## src/rtl/mwc_pkg.sv

```systemverilog
// shared widths and sequencer codes for the mass-weighted centroid block
package mwc_pkg;

  // field widths
  localparam int POS_W  = 32;
  localparam int MASS_W = 16;
  localparam int CEN_W  = 32;
  localparam int SEEN_W = 7;

  // accumulator widths: Q46.8 weighted sums, Q14.8 mass total
  localparam int WSUM_W = 54;
  localparam int MTOT_W = 22;
  localparam int PROD_W = POS_W + MASS_W + 1;

  // bus widths
  localparam int S_DATA_W = 3 * POS_W + MASS_W;
  localparam int M_DATA_W = 104;
  localparam int M_USER_W = 2;

  // divider step counter
  localparam int DCNT_W = 6;

  // sequencer states
  localparam logic [2:0] S_IDLE   = 3'd0;
  localparam logic [2:0] S_MAC    = 3'd1;
  localparam logic [2:0] S_DLOAD  = 3'd2;
  localparam logic [2:0] S_DSTEP  = 3'd3;
  localparam logic [2:0] S_DSTORE = 3'd4;
  localparam logic [2:0] S_PUT    = 3'd5;

  typedef logic signed [POS_W-1:0]  pos_t;
  typedef logic signed [WSUM_W-1:0] wsum_t;
  typedef logic [CEN_W-1:0]         cen_t;

endpackage

```

## src/rtl/mass_weighted_centroid_top.sv

```systemverilog
// center of mass of a streamed molecule, one shared multiplier and one shared divider
//
//  channel  | dir | handshake                     | payload
//  ---------+-----+-------------------------------+-------------------------------------------
//  s_axis   | in  | s_axis_tvalid / s_axis_tready | tdata: pos_x, pos_y, pos_z, atom_mass;
//           |     |                               | tlast: last_atom
//  m_axis   | out | m_axis_tvalid / m_axis_tready | tdata: center_x/y/z, atoms_seen;
//           |     |                               | tuser: zero_mass, too_many
//
// an accepted atom within MAX_ATOMS holds s_axis_tready low while it passes the one shared 32x17
// multiplier, a product register and one accumulate per axis
// the last atom then runs each axis through the shared restoring divider (one quotient bit
// per cycle over 54 bits) before the result is handed to the output
// register; a zero mass total skips the divider
// the output register lets non-last atoms be taken while a result waits; a new result
// waits in the sequencer until m_axis_tready frees the output register
// rst is synchronous and clears the sequencer, the accumulators and m_axis_tvalid
module mass_weighted_centroid_top #(
  parameter int MAX_ATOMS = 64
) (
  input  logic                            clk,
  input  logic                            rst,
  input  logic                            s_axis_tvalid,
  output logic                            s_axis_tready,
  // pos_x [31:0], pos_y [63:32], pos_z [95:64], atom_mass [111:96]
  input  logic [mwc_pkg::S_DATA_W-1:0]    s_axis_tdata,
  // last_atom
  input  logic                            s_axis_tlast,
  output logic                            m_axis_tvalid,
  input  logic                            m_axis_tready,
  // center_x [31:0], center_y [63:32], center_z [95:64], atoms_seen [102:96], zero [103]
  output logic [mwc_pkg::M_DATA_W-1:0]    m_axis_tdata,
  // zero_mass [0], too_many [1]
  output logic [mwc_pkg::M_USER_W-1:0]    m_axis_tuser
);
  import mwc_pkg::*;

  localparam int CNT_W = $clog2(MAX_ATOMS + 1);
  localparam int CXT_W = (CNT_W > SEEN_W) ? CNT_W : SEEN_W;

  // sequencer
  logic [2:0]        state;
  logic [1:0]        step;
  logic [1:0]        axis;
  logic [DCNT_W-1:0] bitcnt;

  // latched atom
  pos_t              pos [0:2];
  logic [MASS_W-1:0] mass_in;
  logic              last_in;

  // accumulators
  wsum_t             wsum [0:2];
  logic [MTOT_W-1:0] mtot;
  logic [CNT_W-1:0]  count;
  logic              ovf;

  // shared multiplier output register
  logic signed [PROD_W-1:0] prod;

  // divider registers
  logic              neg;
  logic [WSUM_W-1:0] num;
  logic [MTOT_W-1:0] rem;

  // staged result
  cen_t              cen [0:2];
  logic              zero_r;

  // combinational helpers
  logic [1:0]           acc_idx;
  logic [1:0]           sel_idx;
  pos_t                 pos_sel;
  wsum_t                wsum_sel;
  logic signed [WSUM_W:0] acc_sum;
  wsum_t                acc_sat;
  logic [MTOT_W:0]      mtot_sum;
  logic [MTOT_W-1:0]    mtot_sat;
  logic [WSUM_W-1:0]    mag;
  logic [MTOT_W:0]      rem_sh;
  logic                 rem_ge;
  logic [WSUM_W-1:0]    q_sat;
  cen_t                 q_out;
  logic                 full;
  logic [CXT_W-1:0]     cnt_ext;
  logic [SEEN_W-1:0]    seen;
  logic                 out_free;
  logic                 put_go;

  assign s_axis_tready = (state == S_IDLE);
  assign out_free      = !m_axis_tvalid || m_axis_tready;
  assign put_go        = (state == S_PUT) && out_free;
  assign full          = (count >= CNT_W'(MAX_ATOMS));
  assign acc_idx       = step - 2'd1;
  assign sel_idx       = (state == S_MAC) ? acc_idx : axis;

  // operand selection for the shared units
  always_comb begin
    unique case (step)
      2'd0:    pos_sel = pos[0];
      2'd1:    pos_sel = pos[1];
      default: pos_sel = pos[2];
    endcase
    unique case (sel_idx)
      2'd0:    wsum_sel = wsum[0];
      2'd1:    wsum_sel = wsum[1];
      default: wsum_sel = wsum[2];
    endcase
  end

  // saturating accumulate of one product
  always_comb begin
    acc_sum = (WSUM_W+1)'(wsum_sel) + (WSUM_W+1)'(prod);
    if (acc_sum[WSUM_W] != acc_sum[WSUM_W-1]) begin
      acc_sat = acc_sum[WSUM_W] ? {1'b1, {(WSUM_W-1){1'b0}}} : {1'b0, {(WSUM_W-1){1'b1}}};
    end else begin
      acc_sat = acc_sum[WSUM_W-1:0];
    end
    mtot_sum = {1'b0, mtot} + (MTOT_W+1)'(mass_in);
    mtot_sat = mtot_sum[MTOT_W] ? {MTOT_W{1'b1}} : mtot_sum[MTOT_W-1:0];
  end

  // divider operand, step and rounding saturation
  always_comb begin
    mag    = wsum_sel[WSUM_W-1] ? (WSUM_W)'(-wsum_sel) : wsum_sel;
    rem_sh = {rem, num[WSUM_W-1]};
    rem_ge = (rem_sh >= {1'b0, mtot});
    if (neg) begin
      q_sat = (num > WSUM_W'(64'h8000_0000)) ? WSUM_W'(64'h8000_0000) : num;
      q_out = CEN_W'(WSUM_W'(0) - q_sat);
    end else begin
      q_sat = (num > WSUM_W'(64'h7FFF_FFFF)) ? WSUM_W'(64'h7FFF_FFFF) : num;
      q_out = q_sat[CEN_W-1:0];
    end
  end

  // atom count clamped to the field range
  assign cnt_ext = CXT_W'(count);
  assign seen    = (cnt_ext > CXT_W'(127)) ? SEEN_W'(127) : cnt_ext[SEEN_W-1:0];

  // sequencer and datapath
  always_ff @(posedge clk) begin
    if (rst) begin
      state         <= S_IDLE;
      step          <= 2'd0;
      axis          <= 2'd0;
      bitcnt        <= '0;
      wsum[0]       <= '0;
      wsum[1]       <= '0;
      wsum[2]       <= '0;
      mtot          <= '0;
      count         <= '0;
      ovf           <= 1'b0;
      m_axis_tvalid <= 1'b0;
    end else begin
      // output register release
      if (m_axis_tvalid && m_axis_tready && !put_go) begin
        m_axis_tvalid <= 1'b0;
      end

      unique case (state)
        // take an atom request
        S_IDLE: begin
          if (s_axis_tvalid) begin
            pos[0]  <= s_axis_tdata[POS_W-1:0];
            pos[1]  <= s_axis_tdata[2*POS_W-1:POS_W];
            pos[2]  <= s_axis_tdata[3*POS_W-1:2*POS_W];
            mass_in <= s_axis_tdata[S_DATA_W-1:3*POS_W];
            last_in <= s_axis_tlast;
            step    <= 2'd0;
            axis    <= 2'd0;
            if (full) begin
              ovf <= 1'b1;
              if (s_axis_tlast) begin
                if (mtot == '0) begin
                  cen[0] <= '0;
                  cen[1] <= '0;
                  cen[2] <= '0;
                  zero_r <= 1'b1;
                  state  <= S_PUT;
                end else begin
                  zero_r <= 1'b0;
                  state  <= S_DLOAD;
                end
              end
            end else begin
              state <= S_MAC;
            end
          end
        end

        // multiply one axis while accumulating the previous one
        S_MAC: begin
          if (step != 2'd3) begin
            prod <= PROD_W'(pos_sel * $signed({1'b0, mass_in}));
          end
          if (step == 2'd0) begin
            mtot  <= mtot_sat;
            count <= count + CNT_W'(1);
          end else begin
            wsum[acc_idx] <= acc_sat;
          end
          step <= step + 2'd1;
          if (step == 2'd3) begin
            if (!last_in) begin
              state <= S_IDLE;
            end else if (mtot == '0) begin
              cen[0] <= '0;
              cen[1] <= '0;
              cen[2] <= '0;
              zero_r <= 1'b1;
              state  <= S_PUT;
            end else begin
              zero_r <= 1'b0;
              state  <= S_DLOAD;
            end
          end
        end

        // rounded magnitude into the divider
        S_DLOAD: begin
          neg    <= wsum_sel[WSUM_W-1];
          num    <= mag + WSUM_W'(mtot >> 1);
          rem    <= '0;
          bitcnt <= '0;
          state  <= S_DSTEP;
        end

        // one restoring quotient bit
        S_DSTEP: begin
          rem    <= rem_ge ? MTOT_W'(rem_sh - {1'b0, mtot}) : rem_sh[MTOT_W-1:0];
          num    <= {num[WSUM_W-2:0], rem_ge};
          bitcnt <= bitcnt + DCNT_W'(1);
          if (bitcnt == DCNT_W'(WSUM_W - 1)) begin
            state <= S_DSTORE;
          end
        end

        // saturate and sign the quotient
        S_DSTORE: begin
          cen[axis] <= q_out;
          if (axis == 2'd2) begin
            state <= S_PUT;
          end else begin
            axis  <= axis + 2'd1;
            state <= S_DLOAD;
          end
        end

        // hand the result to the output register and clear for the next molecule
        S_PUT: begin
          if (out_free) begin
            m_axis_tdata  <= {zero_r & 1'b0, seen, cen[2], cen[1], cen[0]};
            m_axis_tuser  <= {ovf, zero_r};
            m_axis_tvalid <= 1'b1;
            wsum[0]       <= '0;
            wsum[1]       <= '0;
            wsum[2]       <= '0;
            mtot          <= '0;
            count         <= '0;
            ovf           <= 1'b0;
            axis          <= 2'd0;
            state         <= S_IDLE;
          end
        end

        default: begin
          state <= S_IDLE;
        end
      endcase
    end
  end

endmodule

```

## config.mk

```make
export PLATFORM = sky130hd
export DESIGN_NAME = mass_weighted_centroid_top
export DESIGN_NICKNAME = d
export VERILOG_FILES = /design/src/rtl/mwc_pkg.sv /design/src/rtl/mass_weighted_centroid_top.sv
export SDC_FILE = /design/constraint.sdc
export NUM_CORES = 2
export LEC_CHECK = 0
export ABC_AREA = 1
export BUFFER_PORTS_ARGS = -buffer_cell sky130_fd_sc_hd__buf_2
export CAP_MARGIN = 20
export CORE_ASPECT_RATIO = 1.5
export CORE_MARGIN = 2
export CORE_UTILIZATION = 60
export CTS_BUF_LIST = sky130_fd_sc_hd__clkbuf_2
export DETAILED_ROUTE_END_ITERATION = 6
export PLACE_DENSITY_LB_ADDON = 0.25
export REMOVE_ABC_BUFFERS = 1
export SLEW_MARGIN = 20
export SYNTH_ARGS = -nofsm -noshare
export SYNTH_HDL_FRONTEND = slang
export SYNTH_SLANG_ARGS = --single-unit
```

## constraint.sdc

```tcl
create_clock -name clk -period 13.4 [get_ports clk]
set_clock_uncertainty 0.2 [all_clocks]
set_input_delay 2.01 -clock clk [delete_from_list [all_inputs] [get_ports clk]]
set_output_delay 2.01 -clock clk [all_outputs]
set_load 0.01 [all_outputs]
```

======== After elaboration in Yosys (flattened, before gate mapping) ========
Memory sizes are Yosys's and may differ from the RTL's. A register that Yosys moved wholly into a read port is not among the register bits.
Index checks and enable logic that the tools add are counted.
operators by class
  reduce and logical (&&, ||, !) cells .... 28
  $lt $le $gt $ge ......................... 5
  bitwise logic cells ..................... 7
  multiply operators ...................... 1
  $add $sub $neg .......................... 11
  multiplexer cells ....................... 89
  equality and inequality tests ........... 22
operator list
  operator               count
  $mux 54                7
  $mux 32                7
  $pmux 54 s2            2
  $mux 22                4
  $pmux 22 s2            2
  $pmux 32 s2            1
  $add 54x49->55         1
  $add 54x21->54         1
  $gt 54x31->1 const B   1
  $gt 54x32->1 const B   1
  $neg 54->54            1
  $reduce_or 54->1       1
  $mul 32x17->49         1
  $mux 1                 42
  $reduce_or 32->1       1
  $sub 1x32->32 const A  1
  $mux 3                 9
  $add 22x16->23         1
  $ge 23x22->1           1
  $logic_not 22->1       1
  $sub 22x22->22         1
  $pmux 3 s6             1
  $mux 7                 2
  $pmux 7 s2             1
  35 further kinds       72
storage, ports and cells
  memory bits (writable) .................. 354
  bits of input ports ..................... 117
  bits in registers ....................... 197
  output and inout bits ................... 108
  memories ................................ 3
memories
  memory  depth  width  read ports  clocked after memory_dff  wr ports  line                              source
  wsum    3      54     3           0                         3         mass_weighted_centroid_top.sv:53  wsum_t wsum [0:2];
  cen     3      32     3           3                         3         mass_weighted_centroid_top.sv:67  cen_t cen [0:2];
  pos     3      32     3           0                         3         mass_weighted_centroid_top.sv:48  pos_t pos [0:2];

======== Longest topological paths before layout ========
  word-level depth ........................ 10
  gate-level depth with buffers ........... 35

======== Least setup slack after synthesis ========
Ideal clock, no wire load.
  path kind ............................... input-to-reg
  start point ............................. input port rst
  end point ............................... register m_axis_tdata[0] (netlist bit) (read register of cen), enable pin
  setup time .............................. 0.698 ns
  cell stages on the path ................. 3
  arrival time ............................ 9.558 ns
  setup slack ............................. 2.944 ns
  buffers on the path ..................... 2
  data required time ...................... 12.502 ns
  cells stage by stage .................... clkbuf_1 -> clkbuf_1 -> nor3_1
on the way
  cells in the longest elaborated chain, start to end .. 2
RTL lines
  item                               line                              source
  start: declaration                 mass_weighted_centroid_top.sv:22  input logic rst,
  $not 1->1 (no source line)         -
  $reduce_and 3->1 (no source line)  -
  end: declaration                   mass_weighted_centroid_top.sv:32  output logic [mwc_pkg::M_DATA_W-1:0] m_axis_tdata,
No other way between the ends.
A chain may end at the register's enable or synchronous reset.

======== Final worst setup path ========
  start point ............................. register step[1]
  end point ............................... register prod[47] (data pin)
on the way
  cells in the longest elaborated chain, start to end .. 3
  elaborated cells on any way between the ends .. 4
  those cells by class .................... mul: 1; eq/ne: 1; mux: 1; reduce/logical: 1
RTL lines
  item                                           line                               source
  start: declaration                             mass_weighted_centroid_top.sv:43   logic [1:0] step;
  start signal: assignment                       mass_weighted_centroid_top.sv:203  step <= step + 2'd1;
  $eq 2x1->1 or $logic_not 2->1 (tied branches)  mass_weighted_centroid_top.sv:99   unique case (step)
  $pmux 32 s2 (*)                                mass_weighted_centroid_top.sv:99
  $mul 32x17->49 (*)                             mass_weighted_centroid_top.sv:195  prod <= PROD_W'(pos_sel * $signed({1'b0, mass_in}));
  end signal: assignment                         mass_weighted_centroid_top.sv:195
  end: declaration                               mass_weighted_centroid_top.sv:59   logic signed [PROD_W-1:0] prod;
Every way passes the cells marked *; elsewhere a longest branch is shown, timed or not.

==> run metrics <==
endpoint of the worst register-to-register path prod[47]; Critical-path top delay cell sky130_fd_sc_hd__a21oi_1; area of the core region 0.0874 mm²; pre-CTS setup slack 4290 ps; start of the worst register-to-register path step[1]; data required time of the critical path 14440 ps; Seq cells post-synth 647; Horiz. Die Dim 246 µm; initial detailed-routing violation count 2421; effective utilization at floorplan 60.3%; overall via count from detail_route 41900; largest area contributor in the synthesized netlist sky130_fd_sc_hd__edfxtp_1; most common library cells after synthesis 1102 x sky130_fd_sc_hd__nand2_1, 1006 x sky130_fd_sc_hd__inv_1, 621 x sky130_fd_sc_hd__nor2_1; area share of the largest cell type after synthesis 34.3%; overall fraction of global-route tracks in use 33.3%; worst endpoint data arrival time 10160 ps; Storage cell area 0.0190 mm²; share of flip-flops with an asynchronous set or reset after synthesis 0%; startpoint of the tightest hold check path cen[1][14]; Critical Path Source Type register; number of cell instances on the worst register-to-register path 27; final WL 147000 µm; count of buffers added by post-CTS timing repair for setup 0; number of port buffers 223; clock latency on the worst-skew pair 1580 ps; actual transition at the worst max-transition pin 1120 ps; outcome finished clean; cell with the most instances after synthesis sky130_fd_sc_hd__nand2_1; final standard cell area without fillers 0.0563 mm²; worst stage delay on the critical path 880 ps; share of synthesized area occupied by flip-flops and latches 36.0%; number of synthesized flops with an enable pin 603; floorplan die height 367 µm; Fmax 0.110 GHz; worst rel slew slack 25.0%; synthesized area per cell 8.96 µm²; Pins Over Slew Limit 0; DP Area 0.0548 mm²; clock sink total 647; distinct cell type count of the synthesized netlist 61; clock tree from TritonCTS done; wire length of the first global-routing pass 230000 µm; Worst Setup Slack, final 4280 ps; Remaining DRCs 0; Min Clock Period, post-route 9120 ps; count of cells along the worst hold path 0; remaining global-route overflow 0; clock transition at the registers of the reported paths 130 ps; routed len/inst 19.9 µm; total buffers and inverters traversed by the critical path 8; TritonCTS buffer count 153; I/O pin count 225; antenna violations before repair 2; area of the multi-input gates 0.0290 mm²; number of buffers on the longest clock path 3; antenna-violating nets left 0; CP top delay family adder cells; destination of the worst hold path m_axis_tdata[46]; worst min path class register to register; number of failing hold endpoints at the final stage 0; Setup Viol. Count Final 0; Final GP Congestion 0.990; Pre-Repair DR Iteration Count 7; Mapped Area 0.0527 mm²; number of standard cells after synthesis 5882; largest net degree at the start of global routing 104; RSZ-0062 raised after global routing false; number of violations of the max-capacitance limit 0; nature of the critical path endpoint register; number of buffers inserted by hold repair at cts 0; clock root buffer sky130_fd_sc_hd__clkbuf_2; Synthesis Warnings 0; vias in the first global route 44300; vias per inst 5.67; level count of the clock H-tree 4; flip-flop cell with the highest count after synthesis sky130_fd_sc_hd__edfxtp_1; FILL cells 7537; HPWL after detailed placement 116000 µm; largest cells by area after synthesis sky130_fd_sc_hd__edfxtp_1 34%, sky130_fd_sc_hd__fa_1 19%, sky130_fd_sc_hd__nand2_1 7.8%, sky130_fd_sc_hd__inv_1 7.2%, sky130_fd_sc_hd__ha_1 5.8%; Final period util 68.1%; total of cells resized after clock tree synthesis 0; number of cell rows 133; die footprint 0.0903 mm²; Setup CP Type register to register; share of cells above drive strength 1 10.1%; maximum net fanout on the critical path 34; final net count 6970; area growth from synthesis to final layout 6.83%; r2r setup slk 4280 ps; setup TNS after final layout 0 ps; most prevalent standard cell on the critical path sky130_fd_sc_hd__inv_1
[area by class of cell]
| class | instances | share of cell area [%] |
|---|---|---|
| antenna | 11 | 0.0489 |
| timing repair buffer | 282 | 2.77 |
| multi-input combinational | 4010 | 51.5 |
| clock inverter | 60 | 0.780 |
| tap | 1147 | 2.55 |
| inverter | 1022 | 6.81 |
| clock buffer | 205 | 1.82 |
| sequential | 647 | 33.7 |
[per-stage QoR]
| stage | utilization, % | hold slack (ps) | std cells |
|---|---|---|---|
| after floorplan | - | 200 | 5679 |
| after global placement | 62.8 | 201 | 7108 |
| after detailed placement | 62.8 | 205 | 7108 |
| after CTS | 64.4 | 210 | 7373 |
| after global routing | 64.5 | 234 | 7378 |
| final | 64.5 | 215 | 7384 |
[kinds of logic (layout without fill, tap and decap cells)]
family          Yosys count  after routing  share of synthesized area (%)
fa+ha+maj               737            737                           24.5
buf+inv                1225           1569                           9.12
compound gates          854            854                           8.97
xor+xnor                207            207                           3.44
flops                   647            647                           36.0
simple gates           2211           2211                           17.9
other cells               1             12                        0.00711
[worst max-delay path by stage]
stage                     startpoint         endpoint  depth (start not counted)
after global placement       step[0]         prod[44]                         30
after CTS                    step[0]         prod[48]                         29
after global routing         step[0]         prod[44]                         32
final                        step[1]         prod[47]                         27
after floorplan                  rst  m_axis_tdata[0]                          1
after detailed placement     step[0]         prod[48]                         29
[layer usage]
metal  global-route usage [%]  part of all wire [%]
met5                        0                     0
met4                     24.5                   8.3
met3                     5.44                   5.3
met2                     61.3                    53
met1                     33.4                    33
[state kept, by name (all words and copies together), names as in the netlist]
name / count
wsum: 162
m_axis_tdata: 103
cen: 96
pos: 96
num: 54
prod: 49
mtot: 22
rem: 22
mass_in: 16
cnt_ext: 7
bitcnt: 6
state: 3
axis: 2
m_axis_tuser: 2
step: 2
last_in: 1
m_axis_tvalid: 1
neg: 1
ovf: 1
zero_r: 1
[placed cells by master (no fill, tap or decap), types with 15 or more instances in the layout]
cell type / instances
sky130_fd_sc_hd__a21oi_1: 470
sky130_fd_sc_hd__a22o_1: 32
sky130_fd_sc_hd__a31oi_1: 43
sky130_fd_sc_hd__buf_2: 223
sky130_fd_sc_hd__buf_4: 59
sky130_fd_sc_hd__clkbuf_2: 205
sky130_fd_sc_hd__clkinv_1: 32
sky130_fd_sc_hd__dfxtp_1: 44
sky130_fd_sc_hd__edfxtp_1: 603
sky130_fd_sc_hd__fa_1: 493
sky130_fd_sc_hd__ha_1: 242
sky130_fd_sc_hd__inv_1: 1006
sky130_fd_sc_hd__nand2_1: 1095
sky130_fd_sc_hd__nand2_2: 17
sky130_fd_sc_hd__nand3_1: 212
sky130_fd_sc_hd__nand3_2: 20
sky130_fd_sc_hd__nand3b_1: 84
sky130_fd_sc_hd__nand4_1: 32
sky130_fd_sc_hd__nor2_1: 616
sky130_fd_sc_hd__nor2_2: 23
sky130_fd_sc_hd__nor3_1: 30
sky130_fd_sc_hd__nor4_1: 23
sky130_fd_sc_hd__o21a_1: 15
sky130_fd_sc_hd__o21ai_0: 196
sky130_fd_sc_hd__or2_1: 22
sky130_fd_sc_hd__xnor2_1: 75
sky130_fd_sc_hd__xor2_1: 132
Power is not shown: default switching activity piles up to over one toggle a cycle in this logic, so the estimate is an artifact.
